$ cat src/hw/rtl/gvsc_pkg.sv
// ----------------------------------------------------------------------------
// gvsc_pkg
// Shared constants and controller/datapath interface types for the
// Grain-style stream cipher.
// ----------------------------------------------------------------------------
package gvsc_pkg;

  localparam int REG_BITS     = 80;
  localparam int KEY_LO_BITS  = 64;
  localparam int KEY_HI_BITS  = 16;
  localparam int IV_BITS      = 64;
  localparam int GROUP_BITS   = 5;
  localparam int BYTE_BITS    = 8;
  localparam int INIT_ROUNDS  = 160;

  localparam int CFG_DATA_W   = 64;
  localparam int CFG_ADDR_W   = 2;

  localparam logic [CFG_ADDR_W-1:0] REG_KEY_LOW  = 2'd0;
  localparam logic [CFG_ADDR_W-1:0] REG_KEY_HIGH = 2'd1;
  localparam logic [CFG_ADDR_W-1:0] REG_INIT_VEC = 2'd2;

  localparam logic FUNC_LOAD  = 1'b0;
  localparam logic FUNC_XFORM = 1'b1;

  localparam int ROUND_W = (INIT_ROUNDS > 1) ? $clog2(INIT_ROUNDS) : 1;
  localparam int CNT_W   = (ROUND_W > $clog2(BYTE_BITS)) ? ROUND_W : $clog2(BYTE_BITS);

  typedef struct packed {
    logic load;       // load key/IV into the shift registers
    logic capture;    // latch data byte and last flag
    logic step;       // advance both registers by one step
    logic init_mode;  // fold output bit back into bit 79
    logic finish;     // write the result into the output register
  } gvsc_cmd_t;

  typedef struct packed {
    logic out_free;   // output register can take a result this cycle
  } gvsc_stat_t;

endpackage

$ cat src/hw/rtl/gvsc_ctrl.sv
// ----------------------------------------------------------------------------
// gvsc_ctrl
// Sequencer: accepts items, runs init rounds or eight keystream steps.
// ----------------------------------------------------------------------------
module gvsc_ctrl (
  input  logic                clk,
  input  logic                rst_n,
  input  logic                in_valid,
  input  logic                in_func,
  output logic                in_ready,
  input  gvsc_pkg::gvsc_stat_t stat,
  output gvsc_pkg::gvsc_cmd_t  cmd
);
  import gvsc_pkg::*;

  localparam logic [1:0] ST_IDLE = 2'd0;
  localparam logic [1:0] ST_INIT = 2'd1;
  localparam logic [1:0] ST_GEN  = 2'd2;

  localparam logic [CNT_W-1:0] INIT_LAST = CNT_W'(INIT_ROUNDS - 1);
  localparam logic [CNT_W-1:0] GEN_LAST  = CNT_W'(BYTE_BITS - 1);

  logic [1:0]       state_r, state_nxt;
  logic [CNT_W-1:0] cnt_r, cnt_nxt;
  logic             accept;

  assign in_ready = (state_r == ST_IDLE);
  assign accept   = in_valid & in_ready;

  always_comb begin
    state_nxt     = state_r;
    cnt_nxt       = cnt_r;
    cmd           = '0;
    case (state_r)
      ST_IDLE: begin
        cnt_nxt = '0;
        if (accept) begin
          if (in_func == FUNC_LOAD) begin
            cmd.load  = 1'b1;
            state_nxt = ST_INIT;
          end else begin
            cmd.capture = 1'b1;
            state_nxt   = ST_GEN;
          end
        end
      end
      ST_INIT: begin
        cmd.step      = 1'b1;
        cmd.init_mode = 1'b1;
        cnt_nxt       = cnt_r + 1'b1;
        if (cnt_r == INIT_LAST) begin
          state_nxt = ST_IDLE;
        end
      end
      ST_GEN: begin
        if (cnt_r != GEN_LAST) begin
          cmd.step = 1'b1;
          cnt_nxt  = cnt_r + 1'b1;
        end else if (stat.out_free) begin
          cmd.step   = 1'b1;
          cmd.finish = 1'b1;
          state_nxt  = ST_IDLE;
        end
      end
      default: begin
        state_nxt = ST_IDLE;
      end
    endcase
  end

  always_ff @(posedge clk) begin
    if (!rst_n) begin
      state_r <= ST_IDLE;
      cnt_r   <= '0;
    end else begin
      state_r <= state_nxt;
      cnt_r   <= cnt_nxt;
    end
  end

endmodule

$ cat src/hw/rtl/gvsc_dp.sv
// ----------------------------------------------------------------------------
// gvsc_dp
// Datapath: key/IV registers, NFSR and LFSR with feedback and output
// functions, keystream byte assembly and output register.
// ----------------------------------------------------------------------------
module gvsc_dp (
  input  logic                                 clk,
  input  logic                                 rst_n,
  input  logic                                 cfg_we,
  input  logic [gvsc_pkg::CFG_ADDR_W-1:0]      cfg_addr,
  input  logic [gvsc_pkg::CFG_DATA_W-1:0]      cfg_wdata,
  input  logic [gvsc_pkg::BYTE_BITS-1:0]       in_data,
  input  logic                                 in_last,
  input  gvsc_pkg::gvsc_cmd_t                  cmd,
  output gvsc_pkg::gvsc_stat_t                 stat,
  output logic                                 out_valid,
  input  logic                                 out_ready,
  output logic [gvsc_pkg::BYTE_BITS-1:0]       out_data,
  output logic                                 out_last
);
  import gvsc_pkg::*;

  logic [KEY_LO_BITS-1:0] key_low_r;
  logic [KEY_HI_BITS-1:0] key_high_r;
  logic [IV_BITS-1:0]     iv_r;

  logic [REG_BITS-1:0]  n, l, n_nxt, l_nxt;
  logic [REG_BITS-1:0]  key, lfsr_load;
  logic [BYTE_BITS-1:0] data_r, ks_r, ks_nxt;
  logic                 last_r;
  logic [BYTE_BITS-1:0] out_data_r;
  logic                 out_last_r, out_valid_r, out_valid_nxt;
  logic                 x0, x1, x2, x3, x4, z, nf, lf;

  always_ff @(posedge clk) begin
    if (!rst_n) begin
      key_low_r  <= '0;
      key_high_r <= '0;
      iv_r       <= '0;
    end else if (cfg_we) begin
      case (cfg_addr)
        REG_KEY_LOW:  key_low_r  <= cfg_wdata;
        REG_KEY_HIGH: key_high_r <= cfg_wdata[KEY_HI_BITS-1:0];
        REG_INIT_VEC: iv_r       <= cfg_wdata;
        default: ;
      endcase
    end
  end

  assign key = {key_high_r, key_low_r};

  always_comb begin
    lfsr_load = '0;
    lfsr_load[IV_BITS-1:0] = iv_r;
    for (int g = 0; g < KEY_HI_BITS; g++) begin
      lfsr_load[IV_BITS+g] = ~(^key[GROUP_BITS*g +: GROUP_BITS]);
    end
  end

  assign x0 = l[3];
  assign x1 = l[25];
  assign x2 = l[46];
  assign x3 = l[64];
  assign x4 = n[63];

  assign z = n[1] ^ n[2] ^ n[4] ^ n[10] ^ n[31] ^ n[43] ^ n[56]
           ^ x1 ^ x4 ^ (x0 & x3) ^ (x2 & x3) ^ (x3 & x4)
           ^ (x0 & x1 & x2) ^ (x0 & x2 & x3) ^ (x0 & x2 & x4)
           ^ (x1 & x2 & x4) ^ (x2 & x3 & x4);

  assign nf = l[0] ^ n[62] ^ n[60] ^ n[52] ^ n[45] ^ n[37] ^ n[33]
            ^ n[28] ^ n[21] ^ n[14] ^ n[9] ^ n[0]
            ^ (n[63] & n[60]) ^ (n[37] & n[33]) ^ (n[15] & n[9])
            ^ (n[60] & n[52] & n[45]) ^ (n[33] & n[28] & n[21])
            ^ (n[63] & n[45] & n[28] & n[9])
            ^ (n[60] & n[52] & n[37] & n[33])
            ^ (n[63] & n[60] & n[21] & n[15])
            ^ (n[63] & n[60] & n[52] & n[45] & n[37])
            ^ (n[33] & n[28] & n[21] & n[15] & n[9])
            ^ (n[52] & n[45] & n[37] & n[33] & n[28] & n[21]);

  assign lf = l[62] ^ l[51] ^ l[38] ^ l[23] ^ l[13] ^ l[0];

  always_comb begin
    n_nxt  = n;
    l_nxt  = l;
    ks_nxt = ks_r;
    if (cmd.load) begin
      n_nxt = key;
      l_nxt = lfsr_load;
    end else if (cmd.step) begin
      n_nxt = {nf ^ (z & cmd.init_mode), nf, n[REG_BITS-1:2]};
      l_nxt = {lf ^ (z & cmd.init_mode), lf, l[REG_BITS-1:2]};
      ks_nxt = {z, ks_r[BYTE_BITS-1:1]};
    end
  end

  always_ff @(posedge clk) begin
    if (!rst_n) begin
      n <= '0;
      l <= '0;
    end else begin
      n <= n_nxt;
      l <= l_nxt;
    end
  end

  always_ff @(posedge clk) begin
    ks_r <= ks_nxt;
    if (cmd.capture) begin
      data_r <= in_data;
      last_r <= in_last;
    end
    if (cmd.finish) begin
      out_data_r <= data_r ^ {z, ks_r[BYTE_BITS-1:1]};
      out_last_r <= last_r;
    end
  end

  always_comb begin
    out_valid_nxt = out_valid_r & ~out_ready;
    if (cmd.finish) begin
      out_valid_nxt = 1'b1;
    end
  end

  always_ff @(posedge clk) begin
    if (!rst_n) begin
      out_valid_r <= 1'b0;
    end else begin
      out_valid_r <= out_valid_nxt;
    end
  end

  assign stat.out_free = ~out_valid_r | out_ready;
  assign out_valid     = out_valid_r;
  assign out_data      = out_data_r;
  assign out_last      = out_last_r;

endmodule

$ cat src/hw/rtl/grain_variant_stream_cipher.sv
// The shared register-clock unit steps once per cycle while an item is
// worked on, with the last step of a byte held until the output register
// is free; 8 steps per byte. A new item is accepted only once the last is done.
// A load item occupies the block for its 160 init rounds and gives no
// result. Synchronous active-low reset clears both shift registers, the
// key/IV registers and the output valid flag.
// ----------------------------------------------------------------------------
// grain_variant_stream_cipher
// Top level: stream input/output channels, configuration write port.
// ----------------------------------------------------------------------------
module grain_variant_stream_cipher (
  input  logic                                 clk,
  input  logic                                 rst_n,
  input  logic                                 cfg_we,
  input  logic [gvsc_pkg::CFG_ADDR_W-1:0]      cfg_addr,
  input  logic [gvsc_pkg::CFG_DATA_W-1:0]      cfg_wdata,
  input  logic                                 in_tvalid,
  output logic                                 in_tready,
  input  logic [gvsc_pkg::BYTE_BITS-1:0]       in_tdata,   // [7:0] data_in
  input  logic                                 in_tuser,   // [0] func
  input  logic                                 in_tlast,
  output logic                                 out_tvalid,
  input  logic                                 out_tready,
  output logic [gvsc_pkg::BYTE_BITS-1:0]       out_tdata,  // [7:0] data_out
  output logic                                 out_tlast
);
  import gvsc_pkg::*;

  gvsc_cmd_t  cmd;
  gvsc_stat_t stat;

  gvsc_ctrl u_ctrl (
    .clk      (clk),
    .rst_n    (rst_n),
    .in_valid (in_tvalid),
    .in_func  (in_tuser),
    .in_ready (in_tready),
    .stat     (stat),
    .cmd      (cmd)
  );

  gvsc_dp u_dp (
    .clk       (clk),
    .rst_n     (rst_n),
    .cfg_we    (cfg_we),
    .cfg_addr  (cfg_addr),
    .cfg_wdata (cfg_wdata),
    .in_data   (in_tdata),
    .in_last   (in_tlast),
    .cmd       (cmd),
    .stat      (stat),
    .out_valid (out_tvalid),
    .out_ready (out_tready),
    .out_data  (out_tdata),
    .out_last  (out_tlast)
  );

endmodule

$ cat config.mk
export PLATFORM = sky130hd
export DESIGN_NAME = grain_variant_stream_cipher
export DESIGN_NICKNAME = d
export VERILOG_FILES = /design/src/hw/rtl/gvsc_pkg.sv /design/src/hw/rtl/gvsc_ctrl.sv /design/src/hw/rtl/gvsc_dp.sv /design/src/hw/rtl/grain_variant_stream_cipher.sv
export SDC_FILE = /design/constraint.sdc
export NUM_CORES = 1
export LEC_CHECK = 0
export BUFFER_PORTS_ARGS = -buffer_cell sky130_fd_sc_hd__buf_2
export CAP_MARGIN = 20
export CORE_MARGIN = 2
export CORE_UTILIZATION = 60
export CTS_CLUSTER_DIAMETER = 60
export DETAILED_ROUTE_END_ITERATION = 12
export GPL_TIMING_DRIVEN = 0
export PLACE_DENSITY = 0.81
export SYNTH_ARGS = -nofsm -noshare
export SYNTH_HDL_FRONTEND = slang
export SYNTH_SLANG_ARGS = --single-unit
$ cat constraint.sdc
create_clock -name clk -period 3.6 [get_ports clk]
set_input_delay 0 -clock clk [delete_from_list [all_inputs] [get_ports clk]]
set_output_delay 0 -clock clk [all_outputs]
set_load 0.01 [all_outputs]
==> results.sh <==
export IMPL_outcome="finished clean"
export IMPL_synth_nets=1667
export IMPL_portBuffers=90
export IMPL_r2r_end="u_dp.n[4]$_SDFFE_PN0P_"
export IMPL_syn_inst=1581
export IMPL_worstHoldStart="cfg_addr[0]"
export IMPL_finClkSkew_ps=10.35
export IMPL_rsz0062_at_grt="false"
export IMPL_grt_pass1_wl_um=58300
export IMPL_cp_start_kind="flip-flop"
export IMPL_drive_above_1_share_pct=9.498
export IMPL_boundaryPins=92
export IMPL_post_dp_cell_area_um2=15810
export IMPL_dieArea_um2=26200
export IMPL_ys_types=41
export IMPL_hold_end="u_dp.key_high_r[4]$_SDFFE_PN0P_"
export IMPL_critPathCaptureType="flip-flop"
export IMPL_worstSetupPathType="flip-flop to flip-flop"
export IMPL_period_needed_ps=2816
export IMPL_dr_first_iter_drc_count=847
export IMPL_power_leakage_uw=0.009103
export IMPL_vias=11880
export IMPL_crit_fanout=10
export IMPL_crit_start="u_ctrl.cnt_r[0]$_SDFFE_PN0P_"
export IMPL_peakVddDrop_mv=0.4186
export IMPL_die_y_um=161.9
export IMPL_fp_coreArea_um2=24390
export IMPL_finalSetupViolCount=0
export IMPL_netlist_area_um2=14950
export IMPL_wl_per_cell_um=17.18
export IMPL_finalMaxSlewViolations=0
export IMPL_grt_max_degree=16
export IMPL_preCtsSetupSlack_ps=797.1
export IMPL_area_growth_pct=18.41
export IMPL_fin_crit_sh_pct=78.23
export IMPL_fin_area_um2=17710
export IMPL_cts_made_buffers=36
export IMPL_cts_sinks=338
export IMPL_finalSetupTns_ps=0
export IMPL_rrSetupSlack_ps=780
export IMPL_worst_pin_slew_ps=1065
export IMPL_cts_resized=0
export IMPL_grt_pass1_vias=11496
export IMPL_postCtsSetupBuffers=0
export IMPL_synth_top_flop_cell="dfxtp_1"
export IMPL_fmax_mhz=355.1
export IMPL_viasPerCell=5.564
export IMPL_die_w_um=161.9
export IMPL_floorplan_rows=57
export IMPL_fin_hold_ws_ps=75.49
export IMPL_drt_total_wl_um=36690
export IMPL_gp_congestion=0.8877
export IMPL_clockBufferDepth=3
export IMPL_overflow=0
export IMPL_critPathRequiredTime_ps=4020
export IMPL_ant_nets=0
export IMPL_power_density_nw_per_um2=542.1
export IMPL_rr_startpoint="u_ctrl.cnt_r[0]$_SDFFE_PN0P_"
export IMPL_holdPathStages=4
export IMPL_antenna_found_initial=0
export IMPL_synth_edf_count=25
export IMPL_arrival_ps=3230
export IMPL_ys_ff_latch=338
export IMPL_async_flop_share_pct=0
export IMPL_clk_pin_slew_ps=60
export IMPL_start_util_pct=61.31
export IMPL_nets=1870
export IMPL_hold_viol=0
export IMPL_clk_latency_ps=530
export IMPL_n_antenna_cell=0
export IMPL_drv_cap=0
export IMPL_yosysWarnings=0
export IMPL_hold_class="input port to flip-flop"
export IMPL_p_total_uw=9598
export IMPL_hold_buffers=75
export IMPL_grtUsageTotal_pct=27.64
export IMPL_ys_seq_area_share_pct=46.92
export IMPL_cts_tree="built"
export IMPL_route_detailed_drc=0
export IMPL_avgSynthCellArea_um2=9.459
export IMPL_htreeDepth=2
export IMPL_setup_slack_ps=783.6
export IMPL_place_hpwl_um=25240
export IMPL_ff2ff_path_depth=10
export IMPL_root_buffer="clkbuf_16"
export IMPL_max_slew_margin_pct=28.97
export IMPL_first_pass_iters=5
-- logic make-up (layout without fill, tap and decap cells) --
| group | after synthesis | in the layout | synth area share, % |
|---|---|---|---|
| xor+xnor | 106 | 106 | 6.309 |
| buf+inv | 127 | 357 | 3.623 |
| flops | 338 | 338 | 46.92 |
| compound gates | 316 | 316 | 17.96 |
| simple gates | 533 | 533 | 14.33 |
| fa+ha+maj | 5 | 5 | 0.4183 |
| mux | 156 | 156 | 10.44 |
-- metal layers --
| metal | GRT usage [%] | up-vias | routed length (um) |
|---|---|---|---|
| li1 | - | 5809 | - |
| met1 | 35.45 | 5700 | 16140 |
| met2 | 48.05 | 307 | 17880 |
| met3 | 4.418 | 64 | 1762 |
| met4 | 8.447 | 0 | 906 |
| met5 | 0 | - | 0 |
-- critical path, stage by stage (launching register included) --
cell and delay, ps:
dfxtp_1 370, ha_1 240, nand3_1 150, nor4_4 270, a21boi_1 120, o21ai_1 390
buf_2 400, buf_4 310, mux2i_1 240, nand2_1 80, o211a_1 140
-- registers in the layout (all words and copies together) (netlist names) --
name / count
u_ctrl.cnt_r: 8
u_dp.key_high_r: 16
u_dp.out_valid: 1
u_dp.last_r: 1
u_dp.key_low_r: 64
u_dp.ks_r: 7
u_dp.data_r: 8
u_dp.n: 80
u_dp.out_data: 8
u_dp.l: 79
u_dp.iv_r: 63
u_ctrl.state_r: 2
u_dp.out_last: 1
-- placed cells by master, fill, tap and decap left out, types with 2 or more instances in the layout --
| cell type | count |
|---|---|
| ha_1 | 5 |
| inv_6 | 2 |
| inv_1 | 7 |
| a31oi_1 | 2 |
| dlygate4sd3_1 | 75 |
| nand4_1 | 3 |
| clkinvlp_4 | 3 |
| clkbuf_16 | 37 |
| buf_4 | 16 |
| nor2b_1 | 4 |
| o21ai_1 | 2 |
| o211ai_1 | 6 |
| o21ai_0 | 8 |
| o211a_1 | 142 |
| buf_2 | 94 |
| mux2i_1 | 156 |
| edfxtp_1 | 25 |
| clkbuf_1 | 97 |
| buf_1 | 10 |
| o21a_1 | 3 |
| clkinv_2 | 8 |
| dfxtp_1 | 313 |
| nand3b_1 | 2 |
| clkbuf_8 | 5 |
| or3_1 | 2 |
| and2_1 | 2 |
| a21oi_1 | 7 |
| xor2_1 | 17 |
| and3_1 | 17 |
| nand2_1 | 472 |
| nand3_1 | 5 |
| nand2b_1 | 2 |
| and3b_1 | 2 |
| xnor2_1 | 88 |
| a21boi_0 | 143 |
| nor2_1 | 15 |
-- Yosys cell counts, types with 15 or more instances --
cell type  instances  area (um^2)
xor2_1            17        148.9
dfxtp_1          313         6266
a21boi_0         143         1074
xnor2_1           88        770.7
nand2_1          472         1772
clkbuf_1          90        337.8
o211a_1          142         1421
buf_4             16        120.1
nor2_1            15        56.30
and3_1            17        106.4
edfxtp_1          25        750.7
mux2i_1          156         1562
-- worst max path at each step --
stage,cells past startpoint,end
2_1_floorplan,10,u_dp.n[75]$_SDFFE_PN0P_
3_3_place_gp,10,u_dp.n[0]$_SDFFE_PN0P_
3_5_place_dp,10,u_dp.n[4]$_SDFFE_PN0P_
4_1_cts,10,u_dp.n[4]$_SDFFE_PN0P_
5_1_grt,10,u_dp.l[60]$_SDFFE_PN0P_
6_report,10,u_dp.n[4]$_SDFFE_PN0P_
-- where the power goes --
| group | switching (uW) | leakage (uW) | total [uW] | internal (uW) |
|---|---|---|---|---|
| sequential | 221 | 0.00278 | 4320 | 4090 |
| clock | 1510 | 0.000564 | 3590 | 2080 |
| combinational | 898 | 0.00576 | 1690 | 797 |
| total | 2630 | 0.00910 | 9600 | 6970 |
-- metrics by stage --
step           utilization [%]  std cells
3_3_place_gp             64.82       1995
5_1_grt                  72.60       2135
6_report                 72.60       2135
2_1_floorplan                -       1581
3_5_place_dp             64.82       1995
4_1_cts                  72.60       2135
-- area by class of cell --
class / count / area (um^2)
clock buffers: 49 / 1021
inverters: 7 / 26.28
repair buffers: 165 / 1201
plain buffers: 120 / 515.5
flip-flops and latches: 338 / 7017
multi-input cells: 1116 / 7396
fillers: 1802 / 6684
well taps: 324 / 405.4
clock inverters: 16 / 125.1
No activity file was read; power rests on OpenSTA's default activity.
